<file path="config.mk">
export PLATFORM = sky130hd
export DESIGN_NAME = bmc_mult
export DESIGN_NICKNAME = d
export VERILOG_FILES = /design/src/baro_median_compensation_unit_defines.svh /design/src/bmc_pkg.sv /design/src/bmc_mult.sv
export SDC_FILE = /design/constraint.sdc
export NUM_CORES = 2
export LEC_CHECK = 0
export BUFFER_PORTS_ARGS = -buffer_cell sky130_fd_sc_hd__buf_2
export CAP_MARGIN = 5
export CORE_ASPECT_RATIO = 0.7
export CORE_MARGIN = 10
export CORE_UTILIZATION = 50
export DETAILED_ROUTE_END_ITERATION = 6
export PLACE_DENSITY = 0.67
export SLEW_MARGIN = 40
export SYNTH_ARGS = -nofsm -noshare
export SYNTH_HDL_FRONTEND = slang
export SYNTH_SLANG_ARGS = --single-unit
export TNS_END_PERCENT = 5
</file>
<file path="constraint.sdc">
create_clock -name clk -period 7.42 [get_ports clk]
set_input_delay 0 -clock clk [delete_from_list [all_inputs] [get_ports clk]]
set_output_delay 0 -clock clk [all_outputs]
set_load 0.02 [all_outputs]
</file>
<file path="src/baro_median_compensation_unit_defines.svh">
// assertion macros shared by the compensation unit modules
`ifndef BARO_MEDIAN_COMPENSATION_UNIT_DEFINES_SVH
`define BARO_MEDIAN_COMPENSATION_UNIT_DEFINES_SVH

// same-cycle implication, clocked on clk, disabled while rst_n is low
`define BMC_ASSERT_IMP(lbl, ante, cons) \
    lbl: assert property (@(posedge clk) disable iff (!rst_n) (ante) |-> (cons)) \
        else $error("bmc same-cycle check failed");

// next-cycle implication, clocked on clk, disabled while rst_n is low
`define BMC_ASSERT_NXT(lbl, ante, cons) \
    lbl: assert property (@(posedge clk) disable iff (!rst_n) (ante) |=> (cons)) \
        else $error("bmc next-cycle check failed");

`endif

</file>
<file path="src/bmc_pkg.sv">
// shared types, constants and helpers of the compensation unit
package bmc_pkg;

    localparam int RING_DEPTH = 10;
    localparam int RING_IDX_W = $clog2(RING_DEPTH);
    localparam int CNT_W      = $clog2(RING_DEPTH + 1);
    localparam int MED_IDX    = RING_DEPTH / 2;

    localparam int SAMPLE_W = 24;
    localparam int COEF_W   = 16;
    localparam int NUM_COEF = 6;
    localparam int CFG_IDX_W = 3;

    localparam int MUL_W  = 26;
    localparam int PROD_W = 2 * MUL_W;

    localparam int TEMP_OUT_W  = 15;
    localparam int PRESS_OUT_W = 17;

    localparam logic OP_TEMP  = 1'b0;
    localparam logic OP_PRESS = 1'b1;

    localparam logic [CFG_IDX_W-1:0] REG_PRESS_SENS   = 3'd0;
    localparam logic [CFG_IDX_W-1:0] REG_PRESS_OFFSET = 3'd1;
    localparam logic [CFG_IDX_W-1:0] REG_TC_SENS      = 3'd2;
    localparam logic [CFG_IDX_W-1:0] REG_TC_OFFSET    = 3'd3;
    localparam logic [CFG_IDX_W-1:0] REG_REF_TEMP     = 3'd4;
    localparam logic [CFG_IDX_W-1:0] REG_TEMP_SLOPE   = 3'd5;

    localparam longint TEMP_BASE = 2000;
    localparam longint TEMP_COLD = -1500;
    localparam longint TEMP_MIN  = -4000;
    localparam longint TEMP_MAX  = 8500;
    localparam longint PRESS_MIN = 0;
    localparam longint PRESS_MAX = 120000;

    typedef struct packed {
        logic                go;
        logic                op;
        logic [SAMPLE_W-1:0] sample;
    } med_req_t;

    typedef struct packed {
        logic                done;
        logic [SAMPLE_W-1:0] press_med;
        logic [SAMPLE_W-1:0] temp_med;
    } med_rsp_t;

    // arithmetic right shift that rounds toward zero
    function automatic logic signed [63:0] trunc_shr(input logic signed [63:0] x,
                                                     input logic [5:0] k);
        logic signed [63:0] mag;
        begin
            mag = (x < 0) ? -x : x;
            mag = mag >>> k;
            return (x < 0) ? -mag : mag;
        end
    endfunction

endpackage

</file>
<file path="src/bmc_mult.sv">
// shared signed multiplier with registered product
module bmc_mult
    import bmc_pkg::*;
(
    input  logic                     clk,
    input  logic signed [MUL_W-1:0]  a,
    input  logic signed [MUL_W-1:0]  b,
    output logic signed [PROD_W-1:0] p
);

    logic signed [PROD_W-1:0] p_reg;
    logic signed [PROD_W-1:0] p_next;

    assign p_next = a * b;

    always_ff @(posedge clk)
    begin
        p_reg <= p_next;
    end

    assign p = p_reg;

endmodule

</file>
==> results.cfg <==
[setup_path]
crit_family = adder cells
max_stage_delay_ns = 0.59
worstPathBufferInverterCount = 8
worstSetupPathType = in2reg
worstSetupStartpointType = input pin
critPathRequiredTime_ns = 7.63
cp_data_arrival_time_ns = 7.13
slowest_stage = fa_1
path_max_fanout = 22
end_kind = flop

[route]
drcViolationCount = 0
num_vias = 18000
dr.max_layer_used = met5
drt-met1-wl_mm = 32.0
antenna_left = 0
drt-initial-drc-count = 1599
wirelength_mm = 73.4
wl_per_cell_um = 21.3
dr_wl_met2_mm = 28.0
met3WireLength_mm = 12.7
dr.pass1.iters = 6
via_per_inst = 5.22

[flow_run]
maxCapViolCount = 0

[cts]
cts_resized = 0
postCtsSetupBuffers = 0
clk_pin_slew_worst_paths_ns = 0.07
hold_buffers = 0
cts_buffer_depth = 2
cts_sinks = 52
h-tree-depth = 2
numCtsBuffers = 5
cts_tree = yes
root_buffer = clkbuf_16

[sta]
setup_tns_ns = 0
min_period_ns = 6.92
hold_viol = 0
slew-limit-headroom_pct = 51.6
report.final.slew_viol_count = 0
post-route-period-util_pct = 93.2
max_freq_mhz = 145
rsz0062_at_grt = no
tightest_slew_ns = 0.726
setup_viol = 0

[synthesis]
ys_ff_latch = 52
synth_cells = 2720
yosysWarnings = 0
avgSynthCellArea_um2 = 9.34
synthArstFlopShare_pct = 0
yosysSeqAreaShare_pct = 4.10
syn-num-nets = 3629
synth_edf_count = 0
synth_ff_type = dfxtp_1
synth_area_um2 = 25400
ys_types = 49

[hold_path]
hold_path.class = in2reg

[placement]
dpl.hpwl_mm = 63.0
gp_congestion = 0.972
port_buffers = 104

[global_routing]
grt_max_degree = 27
gr-total-overflow = 0
antenna_found_initial = 2
grt_pass1_wl_mm = 118
grt_use_total_pct = 25.7
grt_pass1_vias = 20000

[floorplan]
fp.dieH_um = 209
die_w_um = 289
start_util_pct = 50.3
rows = 69
dieArea_um2 = 60400
ioPinCount = 105
core-area_um2 = 50500

[layout]
largest_reg_flops = 52
nets = 3683
drive_gt1_share_pct = 6.74
syn2layout_area_growth_pct = 6.38

[outcome]
status = completed
==> synthesized netlist by cell type (2+ instances only) <==
library cell	number	share of area (%)
dfxtp_1	52	4.1
ha_1	146	7.2
or3_1	2	0.049
and3_1	10	0.25
inv_1	726	11
a211oi_1	6	0.18
and2_1	282	6.9
a31o_2	4	0.14
clkbuf_1	118	1.7
xor2_1	15	0.52
a31oi_1	8	0.20
a211o_1	2	0.069
fa_1	710	56
o21bai_1	6	0.18
a21oi_1	36	0.71
o21ai_0	20	0.39
nor2b_1	6	0.15
a2111o_1	2	0.089
nand2_1	401	5.9
xnor2_1	40	1.4
a21o_1	20	0.59
nor4_1	2	0.049
or2_2	2	0.049
a2111oi_0	2	0.069
nand3_1	9	0.18
o21a_1	7	0.21
nor3_1	8	0.16
o311a_1	2	0.079
nand2b_1	6	0.15
o211ai_1	2	0.059
a311oi_1	3	0.10
nor2_1	45	0.67
nand4_1	4	0.099
==> cell usage in the layout (no fill, tap or decap), drive strengths merged, types with 6 or more instances in the layout <==
| cell | n |
|---|---|
| inv | 727 |
| fa | 710 |
| nand2 | 401 |
| and2 | 282 |
| buf | 166 |
| ha | 146 |
| dfxtp | 52 |
| nor2 | 45 |
| xnor2 | 40 |
| a21oi | 36 |
| o21ai | 21 |
| a21o | 20 |
| xor2 | 15 |
| and3 | 10 |
| nand3 | 9 |
| a31oi | 9 |
| nor3 | 8 |
| o21a | 7 |
| nand2b | 6 |
| a211oi | 6 |
| o21bai | 6 |
| nor2b | 6 |
==> metal layers <==
| layer | track usage, % | vias up |
|---|---|---|
| li1 | - | 7833 |
| met1 | 37.4 | 9206 |
| met2 | 33.0 | 882 |
| met3 | 14.9 | 73 |
| met4 | 3.10 | 2 |
| met5 | 0 | - |
==> stage by stage <==
stage	setup WS, ns	util [%]	instances	area (um^2)	hold slack (ns)
6_report	0.503	53.5	3450	27000	0.300
5_1_grt	0.107	53.5	3449	27000	0.302
4_1_cts	0.356	53.5	3449	27000	0.265
3_5_place_dp	0.0576	53.1	3441	26800	0.417
3_3_place_gp	0.286	53.1	3441	26800	0.418
2_1_floorplan	0.775	-	2720	25400	0.127
==> kinds of logic (layout without fill, tap and decap cells) <==
kind of cell | after synthesis | after routing | synth area share, %
AOI/OAI and AO/OA | 132 | 132 | 3.58
other | 0 | 1 | 0
buffers and inverters | 845 | 900 | 12.5
adders and majority gates | 856 | 856 | 63.2
and+or+nand+nor | 780 | 780 | 14.8
xor gates and xnor gates | 55 | 55 | 1.90
DFF | 52 | 52 | 4.10
==> worst paths after layout <==
path	startpoint	to	slack, ns	cells past startpoint
setup / recovery	b[2]	p[51]	0.50	25
hold / removal	b[0]	p[0]	0.30	2
==> cell type report <==
cell class	count	area [um^2]
Inverter	726	2730
Antenna cell	1	2.50
Clock buffer	5	125
Clock inverter	3	68.8
Sequential cell	52	1040
Multi-Input combinational cell	1823	21200
Fill cell	4565	23500
Timing Repair Buffer	166	1020
Tap cell	674	843
Power is left out: the tool's default activity adds up to more than one toggle a clock period on the data nets, which glitch-free logic cannot reach.
