[config.mk]
export PLATFORM = sky130hd
export DESIGN_NAME = bmc_ring_median
export DESIGN_NICKNAME = d
export VERILOG_FILES = /design/src/bmc_pkg.sv /design/src/bmc_ring_median.sv
export VERILOG_INCLUDE_DIRS = /design/src /design/src/src
export SDC_FILE = /design/constraint.sdc
export NUM_CORES = 1
export LEC_CHECK = 0
export BUFFER_PORTS_ARGS = -buffer_cell sky130_fd_sc_hd__clkbuf_2
export CAP_MARGIN = 15
export CELL_PAD_IN_SITES_DETAIL_PLACEMENT = 1
export CELL_PAD_IN_SITES_GLOBAL_PLACEMENT = 1
export CORE_MARGIN = 8
export CORE_UTILIZATION = 28
export DETAILED_ROUTE_END_ITERATION = 12
export GPL_ROUTABILITY_DRIVEN = 0
export MAX_ROUTING_LAYER = met4
export PLACE_DENSITY_LB_ADDON = 0.08
export REMOVE_ABC_BUFFERS = 1
export SYNTH_ARGS = -nofsm -noshare
export SYNTH_HDL_FRONTEND = slang
export SYNTH_SLANG_ARGS = --single-unit
[constraint.sdc]
create_clock -name clk -period 8.7 [get_ports clk]
set_clock_uncertainty 0.2 [all_clocks]
set_input_delay 0.87 -clock clk [delete_from_list [all_inputs] [get_ports clk]]
set_output_delay 0.87 -clock clk [all_outputs]
set_load 0.02 [all_outputs]
[src/baro_median_compensation_unit_defines.svh]
// assertion macros shared by the compensation unit modules
`ifndef BARO_MEDIAN_COMPENSATION_UNIT_DEFINES_SVH
`define BARO_MEDIAN_COMPENSATION_UNIT_DEFINES_SVH

// same-cycle implication, clocked on clk, disabled while rst_n is low
`define BMC_ASSERT_IMP(lbl, ante, cons) \
    lbl: assert property (@(posedge clk) disable iff (!rst_n) (ante) |-> (cons)) \
        else $error("bmc same-cycle check failed");

// next-cycle implication, clocked on clk, disabled while rst_n is low
`define BMC_ASSERT_NXT(lbl, ante, cons) \
    lbl: assert property (@(posedge clk) disable iff (!rst_n) (ante) |=> (cons)) \
        else $error("bmc next-cycle check failed");

`endif

[src/bmc_pkg.sv]
// shared types, constants and helpers of the compensation unit
package bmc_pkg;

    localparam int RING_DEPTH = 10;
    localparam int RING_IDX_W = $clog2(RING_DEPTH);
    localparam int CNT_W      = $clog2(RING_DEPTH + 1);
    localparam int MED_IDX    = RING_DEPTH / 2;

    localparam int SAMPLE_W = 24;
    localparam int COEF_W   = 16;
    localparam int NUM_COEF = 6;
    localparam int CFG_IDX_W = 3;

    localparam int MUL_W  = 26;
    localparam int PROD_W = 2 * MUL_W;

    localparam int TEMP_OUT_W  = 15;
    localparam int PRESS_OUT_W = 17;

    localparam logic OP_TEMP  = 1'b0;
    localparam logic OP_PRESS = 1'b1;

    localparam logic [CFG_IDX_W-1:0] REG_PRESS_SENS   = 3'd0;
    localparam logic [CFG_IDX_W-1:0] REG_PRESS_OFFSET = 3'd1;
    localparam logic [CFG_IDX_W-1:0] REG_TC_SENS      = 3'd2;
    localparam logic [CFG_IDX_W-1:0] REG_TC_OFFSET    = 3'd3;
    localparam logic [CFG_IDX_W-1:0] REG_REF_TEMP     = 3'd4;
    localparam logic [CFG_IDX_W-1:0] REG_TEMP_SLOPE   = 3'd5;

    localparam longint TEMP_BASE = 2000;
    localparam longint TEMP_COLD = -1500;
    localparam longint TEMP_MIN  = -4000;
    localparam longint TEMP_MAX  = 8500;
    localparam longint PRESS_MIN = 0;
    localparam longint PRESS_MAX = 120000;

    typedef struct packed {
        logic                go;
        logic                op;
        logic [SAMPLE_W-1:0] sample;
    } med_req_t;

    typedef struct packed {
        logic                done;
        logic [SAMPLE_W-1:0] press_med;
        logic [SAMPLE_W-1:0] temp_med;
    } med_rsp_t;

    // arithmetic right shift that rounds toward zero
    function automatic logic signed [63:0] trunc_shr(input logic signed [63:0] x,
                                                     input logic [5:0] k);
        logic signed [63:0] mag;
        begin
            mag = (x < 0) ? -x : x;
            mag = mag >>> k;
            return (x < 0) ? -mag : mag;
        end
    endfunction

endpackage

[src/bmc_ring_median.sv]
// sample rings and rank-search median, one candidate per cycle
module bmc_ring_median
    import bmc_pkg::*;
(
    input  logic     clk,
    input  logic     rst_n,
    input  med_req_t med_req,
    output med_rsp_t med_rsp
);

`include "baro_median_compensation_unit_defines.svh"

    logic [SAMPLE_W-1:0]   press_ring_reg [RING_DEPTH];
    logic [SAMPLE_W-1:0]   temp_ring_reg  [RING_DEPTH];
    logic [RING_IDX_W-1:0] press_slot_reg;
    logic [RING_IDX_W-1:0] temp_slot_reg;
    logic [RING_IDX_W-1:0] cand_reg;
    logic [RING_IDX_W-1:0] cand_next;
    logic                  sel_reg;
    logic                  busy_reg;
    logic                  done_reg;
    logic [SAMPLE_W-1:0]   press_med_reg;
    logic [SAMPLE_W-1:0]   temp_med_reg;

    logic [SAMPLE_W-1:0] cand_val;
    logic [SAMPLE_W-1:0] cmp_val [RING_DEPTH];
    logic [CNT_W-1:0]    lt_cnt;
    logic [CNT_W-1:0]    le_cnt;
    logic                found;

    localparam logic [RING_IDX_W-1:0] LAST_SLOT = RING_IDX_W'(RING_DEPTH - 1);

    always_comb
    begin
        for (int j = 0; j < RING_DEPTH; j++)
        begin
            cmp_val[j] = sel_reg ? press_ring_reg[j] : temp_ring_reg[j];
        end
    end

    assign cand_val = cmp_val[cand_reg];

    // rank of the candidate against every entry of the ring
    always_comb
    begin
        lt_cnt = '0;
        le_cnt = '0;
        for (int j = 0; j < RING_DEPTH; j++)
        begin
            lt_cnt = lt_cnt + CNT_W'(cmp_val[j] <  cand_val);
            le_cnt = le_cnt + CNT_W'(cmp_val[j] <= cand_val);
        end
    end

    assign found = (lt_cnt <= CNT_W'(MED_IDX)) && (le_cnt > CNT_W'(MED_IDX));
    assign cand_next = cand_reg + RING_IDX_W'(1);

    always_ff @(posedge clk or negedge rst_n)
    begin
        if (!rst_n)
        begin
            for (int j = 0; j < RING_DEPTH; j++)
            begin
                press_ring_reg[j] <= '0;
                temp_ring_reg[j]  <= '0;
            end
            press_slot_reg <= '0;
            temp_slot_reg  <= '0;
            cand_reg       <= '0;
            sel_reg        <= OP_TEMP;
            busy_reg       <= 1'b0;
            done_reg       <= 1'b0;
            press_med_reg  <= '0;
            temp_med_reg   <= '0;
        end
        else
        begin
            done_reg <= 1'b0;
            if (med_req.go)
            begin
                if (med_req.op == OP_PRESS)
                begin
                    press_ring_reg[press_slot_reg] <= med_req.sample;
                    press_slot_reg <= (press_slot_reg == LAST_SLOT) ? '0
                                                                    : press_slot_reg + 1'b1;
                end
                else
                begin
                    temp_ring_reg[temp_slot_reg] <= med_req.sample;
                    temp_slot_reg <= (temp_slot_reg == LAST_SLOT) ? '0
                                                                  : temp_slot_reg + 1'b1;
                end
                sel_reg  <= med_req.op;
                cand_reg <= '0;
                busy_reg <= 1'b1;
            end
            else if (busy_reg)
            begin
                if (found)
                begin
                    if (sel_reg == OP_PRESS)
                    begin
                        press_med_reg <= cand_val;
                    end
                    else
                    begin
                        temp_med_reg <= cand_val;
                    end
                    busy_reg <= 1'b0;
                    done_reg <= 1'b1;
                end
                else
                begin
                    cand_reg <= cand_next;
                end
            end
        end
    end

    assign med_rsp.done      = done_reg;
    assign med_rsp.press_med = press_med_reg;
    assign med_rsp.temp_med  = temp_med_reg;

    `BMC_ASSERT_IMP(a_go_when_free, med_req.go, !busy_reg)
    `BMC_ASSERT_IMP(a_found_by_last, busy_reg && (cand_reg == LAST_SLOT), found)
    `BMC_ASSERT_IMP(a_done_not_busy, done_reg, !busy_reg)

endmodule

==> impl_results.md <==
* Worst Slack Setup Final at 0.3694 ns
* RSZ-0062 raised after global routing: false
* Outcome: finished, final reports clean
* Final global-route overflow total at 0
* Detail Placement HPWL at between 80000 and 90000 microns
* Die ar. at 120900 sq um
* Multi-input logic area at between 15000 and 20000 sq um
* Worst EP arrival at about 8.6 ns
* Mapped Cells at about 2500
* Starting density of the core at about 28%
* Seq/Total Area, Yosys at 44.10%
* Sequential Area at around 14000 sq um
* CTS buffer count at 70
* Final TNS setup at 0 ns
* Worst Path Max Fanout at 43
* Largest net degree at the start of global routing at 171
* Simple-gate portion of the synthesized area at 6.209%
* Routed via count at approximately 21000
* Yosys top cell area share at 44.10%
* Antenna violations before repair at 1
* Fillers at about 12000
* Root Driver: clkbuf_16
* Die H at 347.7 microns
* CP Capture Type: register
* H-tree depth reported by CTS at 3
* Synth Warn # at 0
* Mux share of post-synthesis cell area at 28.97%
* First-pass GRT wire length at 174400 microns
* Post-Syn Area at 30810 sq um
* Post-synth cell types at 63
* Final wirelength at roughly 120000 microns
* Routed len/inst at around 30 microns
* CTS Buffer Depth at 3
* DRC viols at 0
* Slew Viols, Final at 0
* Worst-margin pin slew at 1.008 ns
* Count of flip-flops with a built-in enable after synthesis at 0
* Vias in the first global route at 23140
* Routed Antenna Nets at 0
* Synth Area in XOR/XNOR at 0.2558%
* Seq cells post-synth at 543
* 1st-iter DRT viols at roughly 1100
* Reg2reg path depth at 25
* Width of the die at 347.7 microns
* Synth area leaders: dfrtp_1 (44%), mux2_2 (26%), ha_1 (9.9%)
* Min-delay worst type: input pin to asynchronous set/reset pin
* Post-synthesis compound-gate area fraction at 6.664%
* DRT Pass-1 Iters at 5
* Critical R2R Capture: temp_med_reg[23]$_DFFE_PN0P_
* Prevailing post-synth register cell: dfrtp_1
* Avg Cell Area, Syn at 12.45 sq um
* Max Cap Violations at 0
* Rows at 121
* Fmax at 120.0 MHz
* Critical Path RT at about 9.0 ns
* Count leader, synth: mux2_2
* CTS tree: built
* Sink Count at between 500 and 600
* Clk_lat worst skew at 0.63 ns
* Critical path class: register to register
* Num ports at 77
* Commonest cells post-synth: mux2_2 (704), dfrtp_1 (543), ha_1 (245)
* Hold Vio Cnt, Final at 0
* Endpoints failing setup at 0
* Port Buffer Count at 76
* Clock-pin transition on the worst setup and hold timing paths at 0.06 ns
* Synth-to-Final Area Change at 15.05%
* Largest family of logic cells by synthesized area: multiplexers
* Post-synthesis adder-cell area fraction at 10.73%
* Setup slack at placement at -0.1675 ns
* DR vias/cell at 5.234
* Setup slack, reg-to-reg at 0.37 ns
* Post-synth top area cell: dfrtp_1
* Tcrit/Tclk final at 95.75%
* Min Clock Period, post-route at roughly 8.3 ns
* Worst r2r src: sel_reg$_DFFE_PN0P_
* Share of cells above drive strength 1 at 40.02%
* Origin of the worst setup path: sel_reg$_DFFE_PN0P_
* Core ar. at 109000 sq um
* Nets at 2829
* Startpoint Class: register
* Async set-reset flop share out of synthesis at 100.0%
* Relative slew slack at 32.42%
* GRT Util Overall at between 20% and 30%
-- what timing repair did --
| item | 4_1_cts | 5_1_grt |
|---|---|---|
| hold buffers | 0 | 0 |
| resized for setup | 1 | 9 |
| endpoints found under the setup margin | 14 | 27 |
| setup buffers | 0 | 2 |
| pin swaps | 0 | 1 |
-- cell usage in the layout (no fill, tap or decap), types with 11 or more instances in the layout --
master     instances
mux2_1            15
clkbuf_2          75
nand4_1           47
buf_4             73
fa_1              12
nor2b_1           21
ha_1             245
nor3_1            11
and3_1            26
clkinv_2          15
a22oi_1           48
o21ai_0           24
clkbuf_1          12
nor2_1            57
mux2i_1           53
clkbuf_16         71
dfrtp_1          541
o211ai_1          51
nand3_1           41
a21oi_1          113
a21o_1            17
nand2_1           68
inv_1             24
mux2_4            20
buf_12            13
a211oi_1          11
mux2_2           704
nand2b_1          34
-- critical path, stage by stage, from the launching register on --
cell      delay (ns)
dfrtp_4         0.50
buf_12          0.31
buf_4           0.27
mux2_2          0.38
a22oi_1         0.29
and3_1          0.21
o211ai_1        0.11
inv_2           0.25
ha_1            0.28
nand4_1         0.38
nor4_2          0.52
buf_4           0.19
o31a_1          0.18
nor3_1          0.12
a31o_2          0.26
fa_1            0.51
fa_1            0.44
fa_1            0.51
ha_1            0.25
fa_1            0.38
xor2_1          0.16
a22oi_1         0.11
nor4b_2         0.40
and2_2          0.25
buf_12          0.25
mux2_2          0.37
-- per-layer routing --
layer	vias up	share of wire [%]	track usage [%]
met5	-	0	-
met1	11220	47	26.70
met3	145	2.7	2.334
li1	9296	-	-
met4	0	2.9	5.943
met2	329	48	33.22
-- per-stage QoR --
stage	cell area, sq um	utilization, %	std cells	hold slack [ns]
floorplan	29980	-	2310	0.2719
global placement	33040	30.31	3884	0.2670
detailed placement	33040	30.31	3884	0.2836
CTS	35410	32.48	4008	0.04020
global route	35440	32.52	4010	0.05483
finish	35450	32.52	4011	0.01715
-- kinds of logic (layout without fill, tap and decap cells) --
group | after synthesis | after routing
flops | 543 | 543
xor+xnor | 9 | 9
compound gates | 317 | 317
fa+ha+maj | 257 | 257
mux | 792 | 792
simple gates | 362 | 362
buf+inv | 195 | 316
other cells | 0 | 1
-- worst max-delay path by stage --
stage	end	slack, ns	cells past startpoint
floorplan	press_med_reg[0]$_DFFE_PN0P_	-4.26	22
global placement	temp_med_reg[17]$_DFFE_PN0P_	-0.15	26
detailed placement	temp_med_reg[23]$_DFFE_PN0P_	-0.17	27
CTS	temp_med_reg[23]$_DFFE_PN0P_	0.04	27
global route	temp_med_reg[17]$_DFFE_PN0P_	0.01	25
finish	temp_med_reg[23]$_DFFE_PN0P_	0.37	25
-- cell type report --
type,instances,share of cell area (%)
multi-input cells,1737,46.28
flip-flops and latches,543,38.35
clock buffers,93,5.528
well taps,1414,4.991
repair buffers,162,3.382
clock inverters,31,1.130
inverters,30,0.3283
diodes,1,0.007060
Power is left out: the tool's default activity adds up to more than one toggle a clock period on the data nets, which glitch-free logic cannot reach.
